==> config.mk <==
export PLATFORM = sky130hd
export DESIGN_NAME = readout_word_stream_deframer
export DESIGN_NICKNAME = d
export VERILOG_FILES = /design/src/sv/rwsd_pkg.sv /design/src/sv/readout_word_stream_deframer.sv
export VERILOG_INCLUDE_DIRS = /design/src /design/src/sv
export SDC_FILE = /design/constraint.sdc
export NUM_CORES = 1
export LEC_CHECK = 0
export BUFFER_PORTS_ARGS = -buffer_cell sky130_fd_sc_hd__clkbuf_2
export CAP_MARGIN = 15
export CORE_ASPECT_RATIO = 0.6
export CORE_UTILIZATION = 40
export CTS_CLUSTER_DIAMETER = 60
export DETAILED_ROUTE_END_ITERATION = 16
export SLEW_MARGIN = 20
export SYNTH_ARGS = -nofsm -noshare
export SYNTH_HDL_FRONTEND = slang
export SYNTH_SLANG_ARGS = --single-unit
==> constraint.sdc <==
create_clock -name clock -period 5.41 [get_ports clock]
set_clock_uncertainty 0.15 [all_clocks]
set_input_delay 0.541 -clock clock [delete_from_list [all_inputs] [get_ports clock]]
set_output_delay 0.541 -clock clock [all_outputs]
set_load 0.05 [all_outputs]
==> src/sv/readout_word_stream_deframer_assert.svh <==
// Assertion macros for the readout word stream deframer.
// Every macro samples on the rising edge of clock and is off while reset is high.
`ifndef READOUT_WORD_STREAM_DEFRAMER_ASSERT_SVH
`define READOUT_WORD_STREAM_DEFRAMER_ASSERT_SVH

`ifndef SYNTHESIS

`define RWSD_ASSERT_IMPLY(label, ante, cons, msg) \
   label: assert property (@(posedge clock) disable iff (reset) (ante) |-> (cons)) \
      else $error(msg);

`define RWSD_ASSERT_NEXT(label, ante, cons, msg) \
   label: assert property (@(posedge clock) disable iff (reset) (ante) |=> (cons)) \
      else $error(msg);

`else

`define RWSD_ASSERT_IMPLY(label, ante, cons, msg)

`define RWSD_ASSERT_NEXT(label, ante, cons, msg)

`endif

`endif

==> src/sv/rwsd_pkg.sv <==
package rwsd_pkg;

   localparam logic [1:0] KIND_HIT   = 2'd0;
   localparam logic [1:0] KIND_CLEAN = 2'd1;
   localparam logic [1:0] KIND_ERROR = 2'd2;

   localparam logic [1:0] ERR_EARLY  = 2'd0;
   localparam logic [1:0] ERR_HEADER = 2'd1;
   localparam logic [1:0] ERR_ID     = 2'd2;
   localparam logic [1:0] ERR_PAD    = 2'd3;

   localparam logic [7:0] TOP_END_HEADER  = 8'haf;
   localparam logic [7:0] TOP_CTRL_HEADER = 8'hab;
   localparam logic [3:0] NIB_CARD        = 4'hc;
   localparam logic [3:0] NIB_DATA        = 4'h0;
   localparam logic [3:0] CTRL_ID_FIRST   = 4'd1;
   localparam logic [3:0] CTRL_ID_SECOND  = 4'd2;

   typedef struct packed {
      logic [15:0] word;
      logic        last_word;
   } req_type;

   typedef struct packed {
      logic [1:0] kind;
      logic [1:0] error_code;
      logic       ccb_index;
      logic [7:0] wire_res;
      logic [7:0] value;
   } rsp_type;

endpackage

==> src/sv/readout_word_stream_deframer.sv <==
// Readout word stream deframer.
// The request channel (req_valid, req_stall, req_data) carries one 16-bit readout
// word per request with a flag that marks the last word of a buffer. The block
// parses controller headers, end headers, card headers, data words, trailers and
// pad words, and returns at most one response per request on the response channel
// (rsp_valid, rsp_stall, rsp_data): a hit for each data word that is not the last
// word, a clean-end report when a buffer ends on a complete block, or an error
// report. Each request is parsed in the cycle it is accepted; its response is
// registered and shows on rsp_data. One request is taken every cycle as long as
// the receiver keeps up, so the throughput is one word per cycle.
// When the receiver stalls, the output register holds its response and a one-entry
// skid register catches the response of the request taken in that cycle; req_stall
// rises only while the skid register is full, and it is driven from a register.
// After an error the parser ignores words up to the last word of the buffer, which
// produces no response, and then starts over with the next buffer.
// Reset is synchronous and active high; it empties both output registers and puts
// the parser at the start of a buffer, expecting a block header.
`include "readout_word_stream_deframer_assert.svh"

module readout_word_stream_deframer
   import rwsd_pkg::*;
(
   input  logic    clock,
   input  logic    reset,
   input  logic    req_valid,
   output logic    req_stall,
   input  req_type req_data,
   output logic    rsp_valid,
   input  logic    rsp_stall,
   output rsp_type rsp_data
);

   typedef enum logic [9:0] {
      PH_HDR0   = 10'b00_0000_0001,
      PH_HDR    = 10'b00_0000_0010,
      PH_BADHDR = 10'b00_0000_0100,
      PH_BODY   = 10'b00_0000_1000,
      PH_CARD   = 10'b00_0001_0000,
      PH_DATA   = 10'b00_0010_0000,
      PH_TRL0   = 10'b00_0100_0000,
      PH_TRL1   = 10'b00_1000_0000,
      PH_PAD    = 10'b01_0000_0000,
      PH_ERR    = 10'b10_0000_0000
   } phase_type;

   phase_type  phase_ff, phase_in;
   logic [1:0] skip_ff, skip_in;
   logic       ccb_ff, ccb_in;
   logic [3:0] card_ff, card_in;
   logic       is_end_ff, is_end_in;
   logic       pad_ff, pad_in;

   logic       out_valid_ff, out_valid_in;
   rsp_type    out_data_ff, out_data_in;
   logic       skid_valid_ff, skid_valid_in;
   rsp_type    skid_data_ff, skid_data_in;

   logic       req_accept;
   logic       out_take;
   logic       last;
   logic [15:0] w;
   logic [3:0] nib;
   logic [3:0] id;
   logic       do_fail;
   logic [1:0] fail_code;
   logic       do_done;
   logic       do_restart;
   logic       res_valid;
   rsp_type    res;

   assign req_stall  = skid_valid_ff;
   assign req_accept = req_valid && !skid_valid_ff;
   assign out_take   = out_valid_ff && !rsp_stall;
   assign rsp_valid  = out_valid_ff;
   assign rsp_data   = out_data_ff;

   assign w    = req_data.word;
   assign last = req_data.last_word;
   assign nib  = w[15:12];
   assign id   = w[11:8];

   always_comb begin
      phase_in   = phase_ff;
      skip_in    = skip_ff;
      ccb_in     = ccb_ff;
      card_in    = card_ff;
      is_end_in  = is_end_ff;
      pad_in     = pad_ff;
      do_fail    = 1'b0;
      fail_code  = ERR_EARLY;
      do_done    = 1'b0;
      do_restart = 1'b0;
      res_valid  = 1'b0;
      res        = '0;

      if (req_accept) begin
         case (phase_ff)
            PH_HDR0: begin
               if (last) begin
                  do_fail = 1'b1;
               end else begin
                  skip_in = 2'd1;
                  if (w[15:8] == TOP_END_HEADER) begin
                     is_end_in = 1'b1;
                     phase_in  = PH_HDR;
                  end else if (w[15:8] == TOP_CTRL_HEADER) begin
                     is_end_in = 1'b0;
                     phase_in  = PH_HDR;
                  end else begin
                     phase_in = PH_BADHDR;
                  end
               end
            end
            PH_BADHDR: begin
               if (skip_ff == 2'd3) begin
                  do_fail   = 1'b1;
                  fail_code = ERR_HEADER;
               end else if (last) begin
                  do_fail = 1'b1;
               end else begin
                  skip_in = skip_ff + 2'd1;
               end
            end
            PH_HDR: begin
               if (last) begin
                  do_fail = 1'b1;
               end else if (skip_ff == 2'd2 && !is_end_ff &&
                            id != CTRL_ID_FIRST && id != CTRL_ID_SECOND) begin
                  do_fail   = 1'b1;
                  fail_code = ERR_ID;
               end else begin
                  if (skip_ff == 2'd2 && !is_end_ff) begin
                     ccb_in = (id == CTRL_ID_SECOND);
                  end
                  if (skip_ff == 2'd3) begin
                     skip_in  = 2'd0;
                     phase_in = is_end_ff ? PH_TRL0 : PH_BODY;
                  end else begin
                     skip_in = skip_ff + 2'd1;
                  end
               end
            end
            PH_CARD: begin
               if (last) begin
                  do_fail = 1'b1;
               end else begin
                  if (skip_ff == 2'd2) begin
                     card_in = id;
                  end
                  if (skip_ff == 2'd3) begin
                     skip_in  = 2'd0;
                     phase_in = PH_DATA;
                  end else begin
                     skip_in = skip_ff + 2'd1;
                  end
               end
            end
            PH_BODY, PH_DATA, PH_TRL0: begin
               if (phase_ff == PH_DATA && nib == NIB_DATA) begin
                  if (last) begin
                     do_fail = 1'b1;
                  end else begin
                     res_valid      = 1'b1;
                     res.kind       = KIND_HIT;
                     res.ccb_index  = ccb_ff;
                     res.wire_res   = {card_ff, id};
                     res.value      = w[7:0];
                  end
               end else if (phase_ff != PH_TRL0 && nib == NIB_CARD) begin
                  if (last) begin
                     do_fail = 1'b1;
                  end else begin
                     skip_in  = 2'd1;
                     phase_in = PH_CARD;
                  end
               end else begin
                  pad_in = w[0];
                  if (last) begin
                     do_fail = 1'b1;
                  end else begin
                     phase_in = PH_TRL1;
                  end
               end
            end
            PH_TRL1: begin
               if (pad_ff) begin
                  if (last) begin
                     do_fail = 1'b1;
                  end else begin
                     phase_in = PH_PAD;
                  end
               end else begin
                  do_done = 1'b1;
               end
            end
            PH_PAD: begin
               if (w != 16'd0) begin
                  do_fail   = 1'b1;
                  fail_code = ERR_PAD;
               end else begin
                  do_done = 1'b1;
               end
            end
            PH_ERR: begin
               do_restart = last;
            end
            default: begin
               do_restart = 1'b1;
            end
         endcase

         if (do_fail) begin
            res_valid      = 1'b1;
            res.kind       = KIND_ERROR;
            res.error_code = fail_code;
            if (last) begin
               do_restart = 1'b1;
            end else begin
               phase_in = PH_ERR;
            end
         end
         if (do_done) begin
            do_restart = 1'b1;
            if (last) begin
               res_valid = 1'b1;
               res.kind  = KIND_CLEAN;
            end
         end
         if (do_restart) begin
            phase_in = PH_HDR0;
            skip_in  = 2'd0;
            pad_in   = 1'b0;
         end
      end
   end

   always_comb begin
      out_valid_in  = out_valid_ff;
      out_data_in   = out_data_ff;
      skid_valid_in = skid_valid_ff;
      skid_data_in  = skid_data_ff;
      if (skid_valid_ff) begin
         if (out_take) begin
            out_data_in   = skid_data_ff;
            skid_valid_in = 1'b0;
         end
      end else if (res_valid) begin
         if (!out_valid_ff || out_take) begin
            out_valid_in = 1'b1;
            out_data_in  = res;
         end else begin
            skid_valid_in = 1'b1;
            skid_data_in  = res;
         end
      end else if (out_take) begin
         out_valid_in = 1'b0;
      end
   end

   always_ff @(posedge clock) begin
      if (reset) begin
         phase_ff      <= PH_HDR0;
         skip_ff       <= 2'd0;
         ccb_ff        <= 1'b0;
         card_ff       <= 4'd0;
         is_end_ff     <= 1'b0;
         pad_ff        <= 1'b0;
         out_valid_ff  <= 1'b0;
         skid_valid_ff <= 1'b0;
      end else begin
         phase_ff      <= phase_in;
         skip_ff       <= skip_in;
         ccb_ff        <= ccb_in;
         card_ff       <= card_in;
         is_end_ff     <= is_end_in;
         pad_ff        <= pad_in;
         out_valid_ff  <= out_valid_in;
         skid_valid_ff <= skid_valid_in;
      end
   end

   always_ff @(posedge clock) begin
      out_data_ff  <= out_data_in;
      skid_data_ff <= skid_data_in;
   end

   `RWSD_ASSERT_IMPLY(a_skid_behind_out, skid_valid_ff, out_valid_ff, "skid full while output empty")
   `RWSD_ASSERT_NEXT(a_last_restarts, req_accept && last, phase_ff == PH_HDR0 && skip_ff == 2'd0 && !pad_ff, "parser did not restart after last word")
   `RWSD_ASSERT_IMPLY(a_last_reports, req_accept && last && phase_ff != PH_ERR, res_valid, "last word gave no report")
   `RWSD_ASSERT_IMPLY(a_err_silent, req_accept && phase_ff == PH_ERR, !res_valid, "response while skipping after error")

endmodule

# ---- Word level (Yosys, flattened, before mapping)
# Cells that the tools add are included.
dict set report word_totals {
  ff_bits 63
  inputBits 21
  output_inout_bits 23
  elab_cells 167
}
dict set report classes {
  n_addsub 1
  n_eq_ne 30
  muxes 83
  bitwise 4
  n_reduce_logical 31
}
# operator count
set op_table {}
lappend op_table {{10-bit two-way mux} 15}
lappend op_table {{21-bit two-way mux} 5}
lappend op_table {{17-bit two-way mux} 3}
lappend op_table {{10-bit case mux with 5 select lines} 1}
lappend op_table {{1-bit two-way mux} 35}
lappend op_table {{2-bit two-way mux} 15}
lappend op_table {{3-bit inequality test, second input constant} 7}
lappend op_table {{8-bit equality test, second input constant} 2}
lappend op_table {{16-bit nonzero test} 1}
lappend op_table {{4-bit AND reduction} 3}
lappend op_table {{10-bit by 1-bit equality test with 1-bit output, second input constant} 1}
lappend op_table {{10-bit equality test, second input constant} 1}
lappend op_table {{10-bit by 2-bit equality test with 1-bit output, second input constant} 1}
lappend op_table {{10-bit by 3-bit equality test with 1-bit output, second input constant} 1}
lappend op_table {{10-bit by 4-bit equality test with 1-bit output, second input constant} 1}
lappend op_table {{10-bit by 5-bit equality test with 1-bit output, second input constant} 1}
lappend op_table {{10-bit by 6-bit equality test with 1-bit output, second input constant} 1}
lappend op_table {{10-bit by 7-bit equality test with 1-bit output, second input constant} 1}
lappend op_table {{10-bit by 8-bit equality test with 1-bit output, second input constant} 1}
lappend op_table {{10-bit by 9-bit equality test with 1-bit output, second input constant} 1}
lappend op_table {{10-bit by 7-bit inequality test with 1-bit output, second input constant} 1}
lappend op_table {{2-bit case mux with 5 select lines} 1}
lappend op_table {{2-bit nonzero test} 5}
lappend op_table {{3-bit AND reduction} 3}
lappend op_table {{24 further kinds} 42}

# ---- Depth between registers and ports, before layout
# Gate-level depths: netlist of run 1.
dict set report logic_depth {
  ltp_word 15
  depth_mapped 8
  depth_no_buf 8
}

# ---- Worst setup path after synthesis of run 1
# Ideal clock, no wire load.
dict set report synth_path {
  kind {register -> register}
  start {reg phase_ff[7]}
  end {reg out_data_ff (netlist bit rsp_data[0]) (enable)}
  setup_time_ps 405
  arrival_time_ps 2739
  required_time_ps 4855
  path_slack_ps 2116
  stages_incl_launch_ff 8
  path_buffers 1
  synth_period_minus_slack_ps 3294
  path_cell_list {dfxtp_1 -> buf_2 -> or4_4 -> nor4b_4 -> nor2_1 -> a21boi_2 -> o31ai_1 -> a21boi_1}
}
dict set report synth_between {
  elab_chain_len 10
  word_cells_on_any_way 24
  classes_between {eq/ne: 9; mux: 10; reduce/logical: 5}
}
# element line_no
set synth_rtl {}
lappend synth_rtl {{start: declaration} readout_word_stream_deframer.sv:46} ;# phase_type phase_ff, phase_in;
lappend synth_rtl {{start signal: assignment} readout_word_stream_deframer.sv:271} ;# phase_ff <= phase_in;
lappend synth_rtl {{10-bit by 6-bit equality test with 1-bit output, or another cell as far along} {readout_word_stream_deframer.sv:97, readout_word_stream_deframer.sv:159}}
lappend synth_rtl {{5-bit OR reduction (no source line) or 1-bit logical AND (tied branches)} --}
lappend synth_rtl {{1-bit case mux with 5 select lines or 1-bit two-way mux (tied branches)} {readout_word_stream_deframer.sv:97, readout_word_stream_deframer.sv:159}}
lappend synth_rtl {{1-bit two-way mux (on tied branches)} {readout_word_stream_deframer.sv:96, readout_word_stream_deframer.sv:97}}
lappend synth_rtl {{1-bit two-way mux} readout_word_stream_deframer.sv:212} ;# if (do_fail) begin
lappend synth_rtl {{1-bit two-way mux} readout_word_stream_deframer.sv:224} ;# if (last) begin
lappend synth_rtl {{1-bit two-way mux *} readout_word_stream_deframer.sv:222} ;# if (do_done) begin
lappend synth_rtl {{1-bit two-way mux *} readout_word_stream_deframer.sv:96} ;# if (req_accept) begin
lappend synth_rtl {{2-bit nonzero test (no source line) *} --}
lappend synth_rtl {{3-bit AND reduction (no source line) *} --}
lappend synth_rtl {{end signal: assignment} readout_word_stream_deframer.sv:283} ;# out_data_ff <= out_data_in;
lappend synth_rtl {{end: declaration} readout_word_stream_deframer.sv:54} ;# rsp_type out_data_ff, out_data_in;
# Every way passes the cells marked *; elsewhere a longest branch is shown, timed or not. The select of a mux whose other input is x is not followed.
# A chain may end at the register's enable or synchronous reset.

# ---- Final worst setup path of run 1
dict set report layout_path {
  start {reg phase_ff[8]}
  end {reg out_data_ff (netlist bit rsp_data[4]) (enable)}
}
# The elaborated chain is that of the path after synthesis.

==> results of run 1 <==
[cell usage in the layout, fill, tap and decap left out, types with 6 or more instances in the layout]
| cell type | instances |
|---|---|
| sky130_fd_sc_hd__dfxtp_1 | 21 |
| sky130_fd_sc_hd__a21o_1 | 20 |
| sky130_fd_sc_hd__nand4_1 | 6 |
| sky130_fd_sc_hd__mux2i_1 | 6 |
| sky130_fd_sc_hd__a31oi_1 | 7 |
| sky130_fd_sc_hd__inv_1 | 8 |
| sky130_fd_sc_hd__and2_1 | 20 |
| sky130_fd_sc_hd__nor4_1 | 10 |
| sky130_fd_sc_hd__edfxtp_1 | 42 |
| sky130_fd_sc_hd__clkbuf_2 | 43 |
| sky130_fd_sc_hd__clkbuf_16 | 9 |
| sky130_fd_sc_hd__a21oi_1 | 9 |
| sky130_fd_sc_hd__nor2_1 | 26 |
| sky130_fd_sc_hd__o21ai_0 | 8 |
| sky130_fd_sc_hd__nand2_1 | 12 |
[kinds of logic after synthesis]
kind of cell,after synthesis,synth area share [%]
mux,6,1.906
simple gates,117,23.22
buf+inv,27,3.454
flops,63,53.35
fa+ha+maj,2,0.7938
xor+xnor,3,0.8338
compound gates,72,16.44
[layout make-up]
cell class,count,area (sq um)
fill,695,3697
sequential,63,1682
multi-input combinational,200,1373
clock buffer,9,225.2
timing repair buffer,44,222.7
tap,104,130.1
clock inverter,7,87.58
inverter,8,30.03
[Yosys cell counts, drive strengths merged (2+ instances only)]
master,n
and4b,2
a21o,20
and4,5
a21bo,2
mux2i,6
a21oi,9
a211oi,4
nand4,7
dfxtp,21
nand4b,5
nand2,12
ha,2
nor2b,2
nor4b,3
nor2,26
edfxtp,42
a21boi,2
and2,20
and3,2
buf,6
o211ai,2
clkbuf,13
a31oi,7
nand2b,4
nand3,4
nor3,8
xor2,2
o21ai,10
nor4,11
nor3b,2
inv,8
[through the flow]
stage,hold slack (ns),setup WS [ns]
after floorplan,0.3015,2.116
after global placement,0.3185,1.946
final,0.3419,2.240
after CTS,0.3394,2.289
after detailed placement,0.3265,2.116
after global routing,0.3801,2.109
[final timing paths]
check	slack [ns]	depth (start not counted)	startpoint	end
setup / recovery	2.24	6	phase_ff[8]$_SDFFE_PP0P_	rsp_data[4]$_DFFE_PP_
hold / removal	0.34	2	card_ff[3]$_SDFFE_PP0P_	card_ff[3]$_SDFFE_PP0P_
setup reg to reg	2.24	6	phase_ff[8]$_SDFFE_PP0P_	rsp_data[4]$_DFFE_PP_
hold reg to reg	0.34	2	card_ff[3]$_SDFFE_PP0P_	card_ff[3]$_SDFFE_PP0P_
[metal layers]
| metal | up-vias | share of wire, % | track usage, % |
|---|---|---|---|
| met3 | 14 | 9.5 | 7.883 |
| met5 | - | 0 | 0 |
| met1 | 1146 | 52 | 32.20 |
| li1 | 1179 | - | - |
| met4 | 0 | 1.5 | 8.298 |
| met2 | 114 | 37 | 24.13 |
[state kept, by name, summed over array words and instances (netlist names)]
| name | flops |
|---|---|
| rsp_data | 21 |
| skid_data_ff | 21 |
| phase_ff | 10 |
| card_ff | 4 |
| skip_ff | 2 |
| ccb_ff | 1 |
| is_end_ff | 1 |
| pad_ff | 1 |
| req_stall | 1 |
| rsp_valid | 1 |
[worst max-delay path: cells and delay by family, from the launching register on]
| family | cells | cell delay [ns] |
|---|---|---|
| and+or+nand+nor | 2 | 0.90 |
| DFF | 1 | 0.43 |
| AOI/OAI and AO/OA | 4 | 1.31 |
[power breakdown]
group          internal [mW]  switching [mW]  total [mW]
Clock                  0.399           0.200       0.599
Combinational         0.0375          0.0998       0.137
Sequential             0.532          0.0128       0.545
Total                  0.968           0.313        1.28
==> results.txt, run 1 <==
----------------------------------------------------
[Global routing]
  Vias in the first global route ... 2211
  Global-route total usage across every layer ... 20.51%
  Maximum number of pins on one net before global-route repair ... 28
  Wire length of the first global-routing pass ... 12240 um
  Gr ovfl total ... 0
  Number of antenna violations at the first check in global routing ... 0

[Power and ir drop]
  Total leakage power ... 1.475 nW
  Design Power ... 1.281 mW
  Largest voltage drop on the vdd net ... 0.2237 mV
  Total power density per cell area ... 341.7 mW/mm^2

[Cells and area]
  Core occupancy in the finished layout ... 50.35%
  Share of layout cells above drive strength 1 ... 22.36%
  Synth-to-Final Area Change ... 18.98%
  Area of all placed cells without fillers ... 0.003750 sq mm
  Antenna fix cells ... 0
  Final net count ... 349
  Final cell count without fillers ... 435

[Clock tree]
  Number of buffers created by CTS ... 9
  Number of buffers added to fix hold violations after cts ... 0
  Number of resized instances in the post-cts repair step ... 0
  Setup Fix Bufs, Post-CTS ... 0
  Clk Tree Root Cell ... sky130_fd_sc_hd__clkbuf_16
  Clock latency on the worst-skew pair ... 0.33 ns
  Clock buffer depth ... 2
  TritonCTS clock tree ... built
  Number of H-tree branching levels ... 3
  Count of clock tree sinks ... 63
  Clock-pin slew on the worst setup and hold paths ... 0.05 ns

[Floorplanning]
  Std-Cell Rows ... 24
  Die width ... 116.6 um
  Floorplan core area ... 0.007447 sq mm
  Starting density of the core ... 42.32%
  Die height ... 70.76 um
  Area of the die ... 0.008250 sq mm
  Boundary Pins ... 44

[Route]
  Routed len/inst ... 17.97 um
  Via count normalized by instance count ... 5.639
  Antenna violation net count after detailed routing ... 0
  Post-Route WL ... 7819 um
  Residual DRC count ... 0
  Detailed Routing Iterations Pass 1 ... 4
  Total vias in the final route ... 2453
  First DRT Iteration DRCs ... 271

[STA]
  Final setup violation count ... 0
  Post-layout min period ... 3.170 ns
  RSZ-0062 raised after global routing ... false
  Post-route setup TNS ... 0 ns
  Final critical-path share of the clock period ... 58.59%
  Number of pins with negative max-slew slack in the final report ... 0
  Slew Limit Headroom ... 32.35%
  Worst-Margin Slew ... 1.013 ns
  Number of hold violations in the final report ... 0
  Highest attainable clock frequency ... 0.3155 GHz

[Run status]
  Outcome ... finished clean

[Synth]
  EDFF count, synth ... 42
  Average cell area after synthesis ... 10.87 sq um
  Flops & latches, synth ... 63
  Top cell type's share of synthesized area ... 40.02%
  Net count after synthesis ... 313
  Yosys warnings ... 0
  Gate count of the mapped netlist ... 290
  Distinct cell type count after synthesis ... 59
  Post-synthesis instance area ... 0.003152 sq mm
  Most instantiated flip-flop cell in the synthesis netlist ... sky130_fd_sc_hd__edfxtp_1
  Portion of the post-synthesis area used by sequential elements ... 53.35%
  Area contributors post-synth ... sky130_fd_sc_hd__edfxtp_1 40%, sky130_fd_sc_hd__dfxtp_1 13%, sky130_fd_sc_hd__a21o_1 4.8%, sky130_fd_sc_hd__and2_1 4.0%, sky130_fd_sc_hd__nor2_1 3.1%
  Cell type with the highest aggregate area in the netlist ... sky130_fd_sc_hd__edfxtp_1
  Synth async-reset ratio ... 0%

[Placement]
  Buffers on Ports ... 43
  Cell area reported after detailed placement ... 0.003437 sq mm
  Routability congestion estimate ... 0.9121
  Half-perimeter wire length of the detailed placement result ... 5635 um
  Placed Cells ... 419

[Critical path]
  Critical path capture point type ... flip-flop
  CP max stage cell ... sky130_fd_sc_hd__a21boi_4
  Data required time at the worst endpoint ... 5.21 ns
  Crit-path max cell delay ... 0.68 ns
  Cells traversed along the worst timing path ... nor4_4 > and4b_1 > a221o_1 > a21boi_2 > o31ai_1 > a21boi_4
  Critical path launch point type ... flip-flop
  Biggest fanout along the worst timing path ... 21
  Worst Path Class, Setup ... flip-flop to flip-flop
  Data arrival time at the worst-slack endpoint ... 2.97 ns

[Flow run]
  Max-capacitance violation count ... 0

[Worst hold path]
  Type of the worst min-delay path ... flip-flop to flip-flop

----------------------------------------------------
Power figures use the tool's default switching activity.
==> run 2, diff against run 1 <==
==> constraint.sdc (replaced) <==
create_clock -name clock -period 3.23 [get_ports clock]
set_clock_uncertainty 0.15 [all_clocks]
set_input_delay 0.323 -clock clock [delete_from_list [all_inputs] [get_ports clock]]
set_output_delay 0.323 -clock clock [all_outputs]
set_load 0.05 [all_outputs]
==> run 2 against run 1 <==
  * Combinational power is 72% higher
  * Sequential power increased by 66%
  * Clock-buffer cell count stayed put
  * First-iteration DRC count is 4.4% higher
  * Power rose by 61%
  * Critical path depth grew 1
  * Die area is the same
  * Setup slack worse by 1.8 ns
  * Utilization increased by 0.62 points
  * Hold slack worse by 0.21 ns
  * Register-to-register slack worse by 1.8 ns
  * Clock power grew 54%
  * Largest cell class unchanged
  * Largest power group unchanged
==> results.txt, run 2 (synthesis gave the netlist of run 1 again) <==
----------------------------------------------------
[Run status]
  Outcome ... finished clean (unchanged)

[Floorplanning]
  Starting density of the core ... 42.32% (unchanged)
  Std-Cell Rows ... 24 (unchanged)
  Die width ... 116.6 um (unchanged)
  Area of the die ... 0.008250 sq mm (unchanged)
  Boundary Pins ... 44 (unchanged)
  Floorplan core area ... 0.007447 sq mm (unchanged)
  Die height ... 70.76 um (unchanged)

[Route]
  Via count normalized by instance count ... 5.742 (was 5.639)
  Routed len/inst ... 17.89 um (was 17.97 um)
  Detailed Routing Iterations Pass 1 ... 4 (unchanged)
  Residual DRC count ... 0 (unchanged)
  Post-Route WL ... 7908 um (was 7819 um)
  Antenna violation net count after detailed routing ... 0 (unchanged)
  Total vias in the final route ... 2538 (was 2453)
  First DRT Iteration DRCs ... 283 (was 271)

[Clock tree]
  Number of H-tree branching levels ... 3 (unchanged)
  Clock buffer depth ... 2 (unchanged)
  Count of clock tree sinks ... 63 (unchanged)
  Number of buffers added to fix hold violations after cts ... 0 (unchanged)
  Clock latency on the worst-skew pair ... 0.32 ns (was 0.33 ns)
  TritonCTS clock tree ... built (unchanged)
  Clock-pin slew on the worst setup and hold paths ... 0.05 ns (about the same)
  Number of resized instances in the post-cts repair step ... 0 (unchanged)
  Clk Tree Root Cell ... sky130_fd_sc_hd__clkbuf_16 (unchanged)
  Setup Fix Bufs, Post-CTS ... 0 (unchanged)
  Number of buffers created by CTS ... 9 (unchanged)

[STA]
  Final critical-path share of the clock period ... 85.43% (was 58.59%)
  Final Worst Setup Slack ... 0.4708 ns (was 2.240 ns)
  Hold WS ... 0.1270 ns (was 0.3419 ns)
  Post-route setup TNS ... 0 ns (unchanged)
  Final setup violation count ... 0 (unchanged)
  Slew Limit Headroom ... 47.07% (was 32.35%)
  Worst-Margin Slew ... 0.7857 ns (was 1.013 ns)
  Post-layout min period ... 2.759 ns (was 3.170 ns)
  Number of pins with negative max-slew slack in the final report ... 0 (unchanged)
  Number of hold violations in the final report ... 0 (unchanged)
  Highest attainable clock frequency ... 0.3624 GHz (was 0.3155 GHz)
  RSZ-0062 raised after global routing ... false (unchanged)

[Critical path]
  Data required time at the worst endpoint ... 3.16 ns (was 5.21 ns)
  Worst R2R Start ... phase_ff[4]$_SDFFE_PP0P_ (was phase_ff[8]$_SDFFE_PP0P_)
  Timing endpoint of the critical path ... skid_data_ff[6]$_DFFE_PP_ (was rsp_data[4]$_DFFE_PP_)
  Critical path launch point type ... flip-flop (unchanged)
  Critical path capture point type ... flip-flop (unchanged)
  Data arrival time at the worst-slack endpoint ... 2.69 ns (was 2.97 ns)
  Reg2reg path depth ... 7 (was 6)
  Biggest fanout along the worst timing path ... 21 (unchanged)
  Worst Path Class, Setup ... flip-flop to flip-flop (unchanged)
  Worst R2R End ... skid_data_ff[6]$_DFFE_PP_ (was rsp_data[4]$_DFFE_PP_)
  Critical Path Start ... phase_ff[4]$_SDFFE_PP0P_ (was phase_ff[8]$_SDFFE_PP0P_)
  Register-to-Register Setup Slack ... 0.47 ns (was 2.24 ns)

[Placement]
  Buffers on Ports ... 43 (unchanged)
  Pre-CTS WS ... 0.4045 ns (was 2.116 ns)
  Cell area reported after detailed placement ... 0.003507 sq mm (was 0.003437 sq mm)
  Half-perimeter wire length of the detailed placement result ... 5842 um (was 5635 um)
  Routability congestion estimate ... 0.9544 (was 0.9121)

[Power and ir drop]
  Total leakage power ... 1.527 nW (was 1.475 nW)
  Total power density per cell area ... 543.1 mW/mm^2 (was 341.7 mW/mm^2)
  Largest voltage drop on the vdd net ... 0.3430 mV (was 0.2237 mV)

[Cells and area]
  Synth-to-Final Area Change ... 20.44% (was 18.98%)
  Final net count ... 356 (was 349)
  Core occupancy in the finished layout ... 50.97% (was 50.35%)
  Area of all placed cells without fillers ... 0.003796 sq mm (was 0.003750 sq mm)
  Most frequent standard cell in the layout excluding fill and tap cells ... sky130_fd_sc_hd__clkbuf_2 (unchanged)
  Share of layout cells above drive strength 1 ... 23.67% (was 22.36%)
  Antenna fix cells ... 0 (unchanged)
  Most frequent cells in the layout ... 43 x sky130_fd_sc_hd__clkbuf_2, 42 x sky130_fd_sc_hd__edfxtp_1, 26 x sky130_fd_sc_hd__nor2_1, 21 x sky130_fd_sc_hd__dfxtp_1 (unchanged)

[Worst hold path]
  Type of the worst min-delay path ... primary input to flip-flop (was flip-flop to flip-flop)

[Flow run]
  Max-capacitance violation count ... 0 (unchanged)

[Global routing]
  Global-route total usage across every layer ... 20.84% (was 20.51%)
  Wire length of the first global-routing pass ... 12540 um (was 12240 um)
  Gr ovfl total ... 0 (unchanged)
  Number of antenna violations at the first check in global routing ... 0 (unchanged)
  Maximum number of pins on one net before global-route repair ... 27 (was 28)
  Vias in the first global route ... 2287 (was 2211)

----------------------------------------------------
[run 2: where the power goes]
| part | internal, mW | switching, mW | total [mW] | leakage [nW] |
|---|---|---|---|---|
| Sequential | 0.886 | 0.0170 | 0.903 | 0.571 |
| Combinational | 0.0673 | 0.168 | 0.235 | 0.817 |
| Clock | 0.589 | 0.334 | 0.923 | 0.139 |
[run 2: through the flow]
step / cells / total power [mW]
after floorplan: 290 / 1.077
after global placement: 426 / 1.156
after detailed placement: 426 / 1.152
after CTS: 442 / 2.080
after global routing: 442 / 2.142
final: 442 / 2.062
[run 2: cell type report]
class	count	area, sq um
Inverter	8	30.03
Sequential cell	63	1682
Clock buffer	9	225.2
Multi-Input combinational cell	200	1365
Tap cell	104	130.1
Clock inverter	7	63.81
Fill cell	711	3651
Timing Repair Buffer	51	300.3
[run 2: worst max-delay path: stages (launching register included)]
cell and delay [ns]:
sky130_fd_sc_hd__dfxtp_1 0.56, sky130_fd_sc_hd__nor4_4 0.13, sky130_fd_sc_hd__and4b_1 0.25, sky130_fd_sc_hd__a221o_1 0.41
sky130_fd_sc_hd__a21boi_2 0.19, sky130_fd_sc_hd__o31ai_1 0.48, sky130_fd_sc_hd__nor2_1 0.14, sky130_fd_sc_hd__buf_12 0.19
[run 2: layer usage]
metal	GRT usage, %	vias up	wire length [um]
met5	0	-	0
met4	5.767	0	87
met3	10.03	10	812
met2	24.52	122	2937
met1	32.42	1207	4070
li1	-	1199	-
[run 2: worst min-delay path by stage]
stage / depth (start not counted) / to / start
after floorplan: 2 / card_ff[0]$_SDFFE_PP0P_ / card_ff[0]$_SDFFE_PP0P_
after global placement: 2 / ccb_ff$_SDFFE_PP0P_ / ccb_ff$_SDFFE_PP0P_
after detailed placement: 2 / card_ff[1]$_SDFFE_PP0P_ / card_ff[1]$_SDFFE_PP0P_
after CTS: 3 / req_stall$_SDFF_PP0_ / rsp_stall
after global routing: 3 / req_stall$_SDFF_PP0_ / rsp_stall
final: 3 / req_stall$_SDFF_PP0_ / rsp_stall
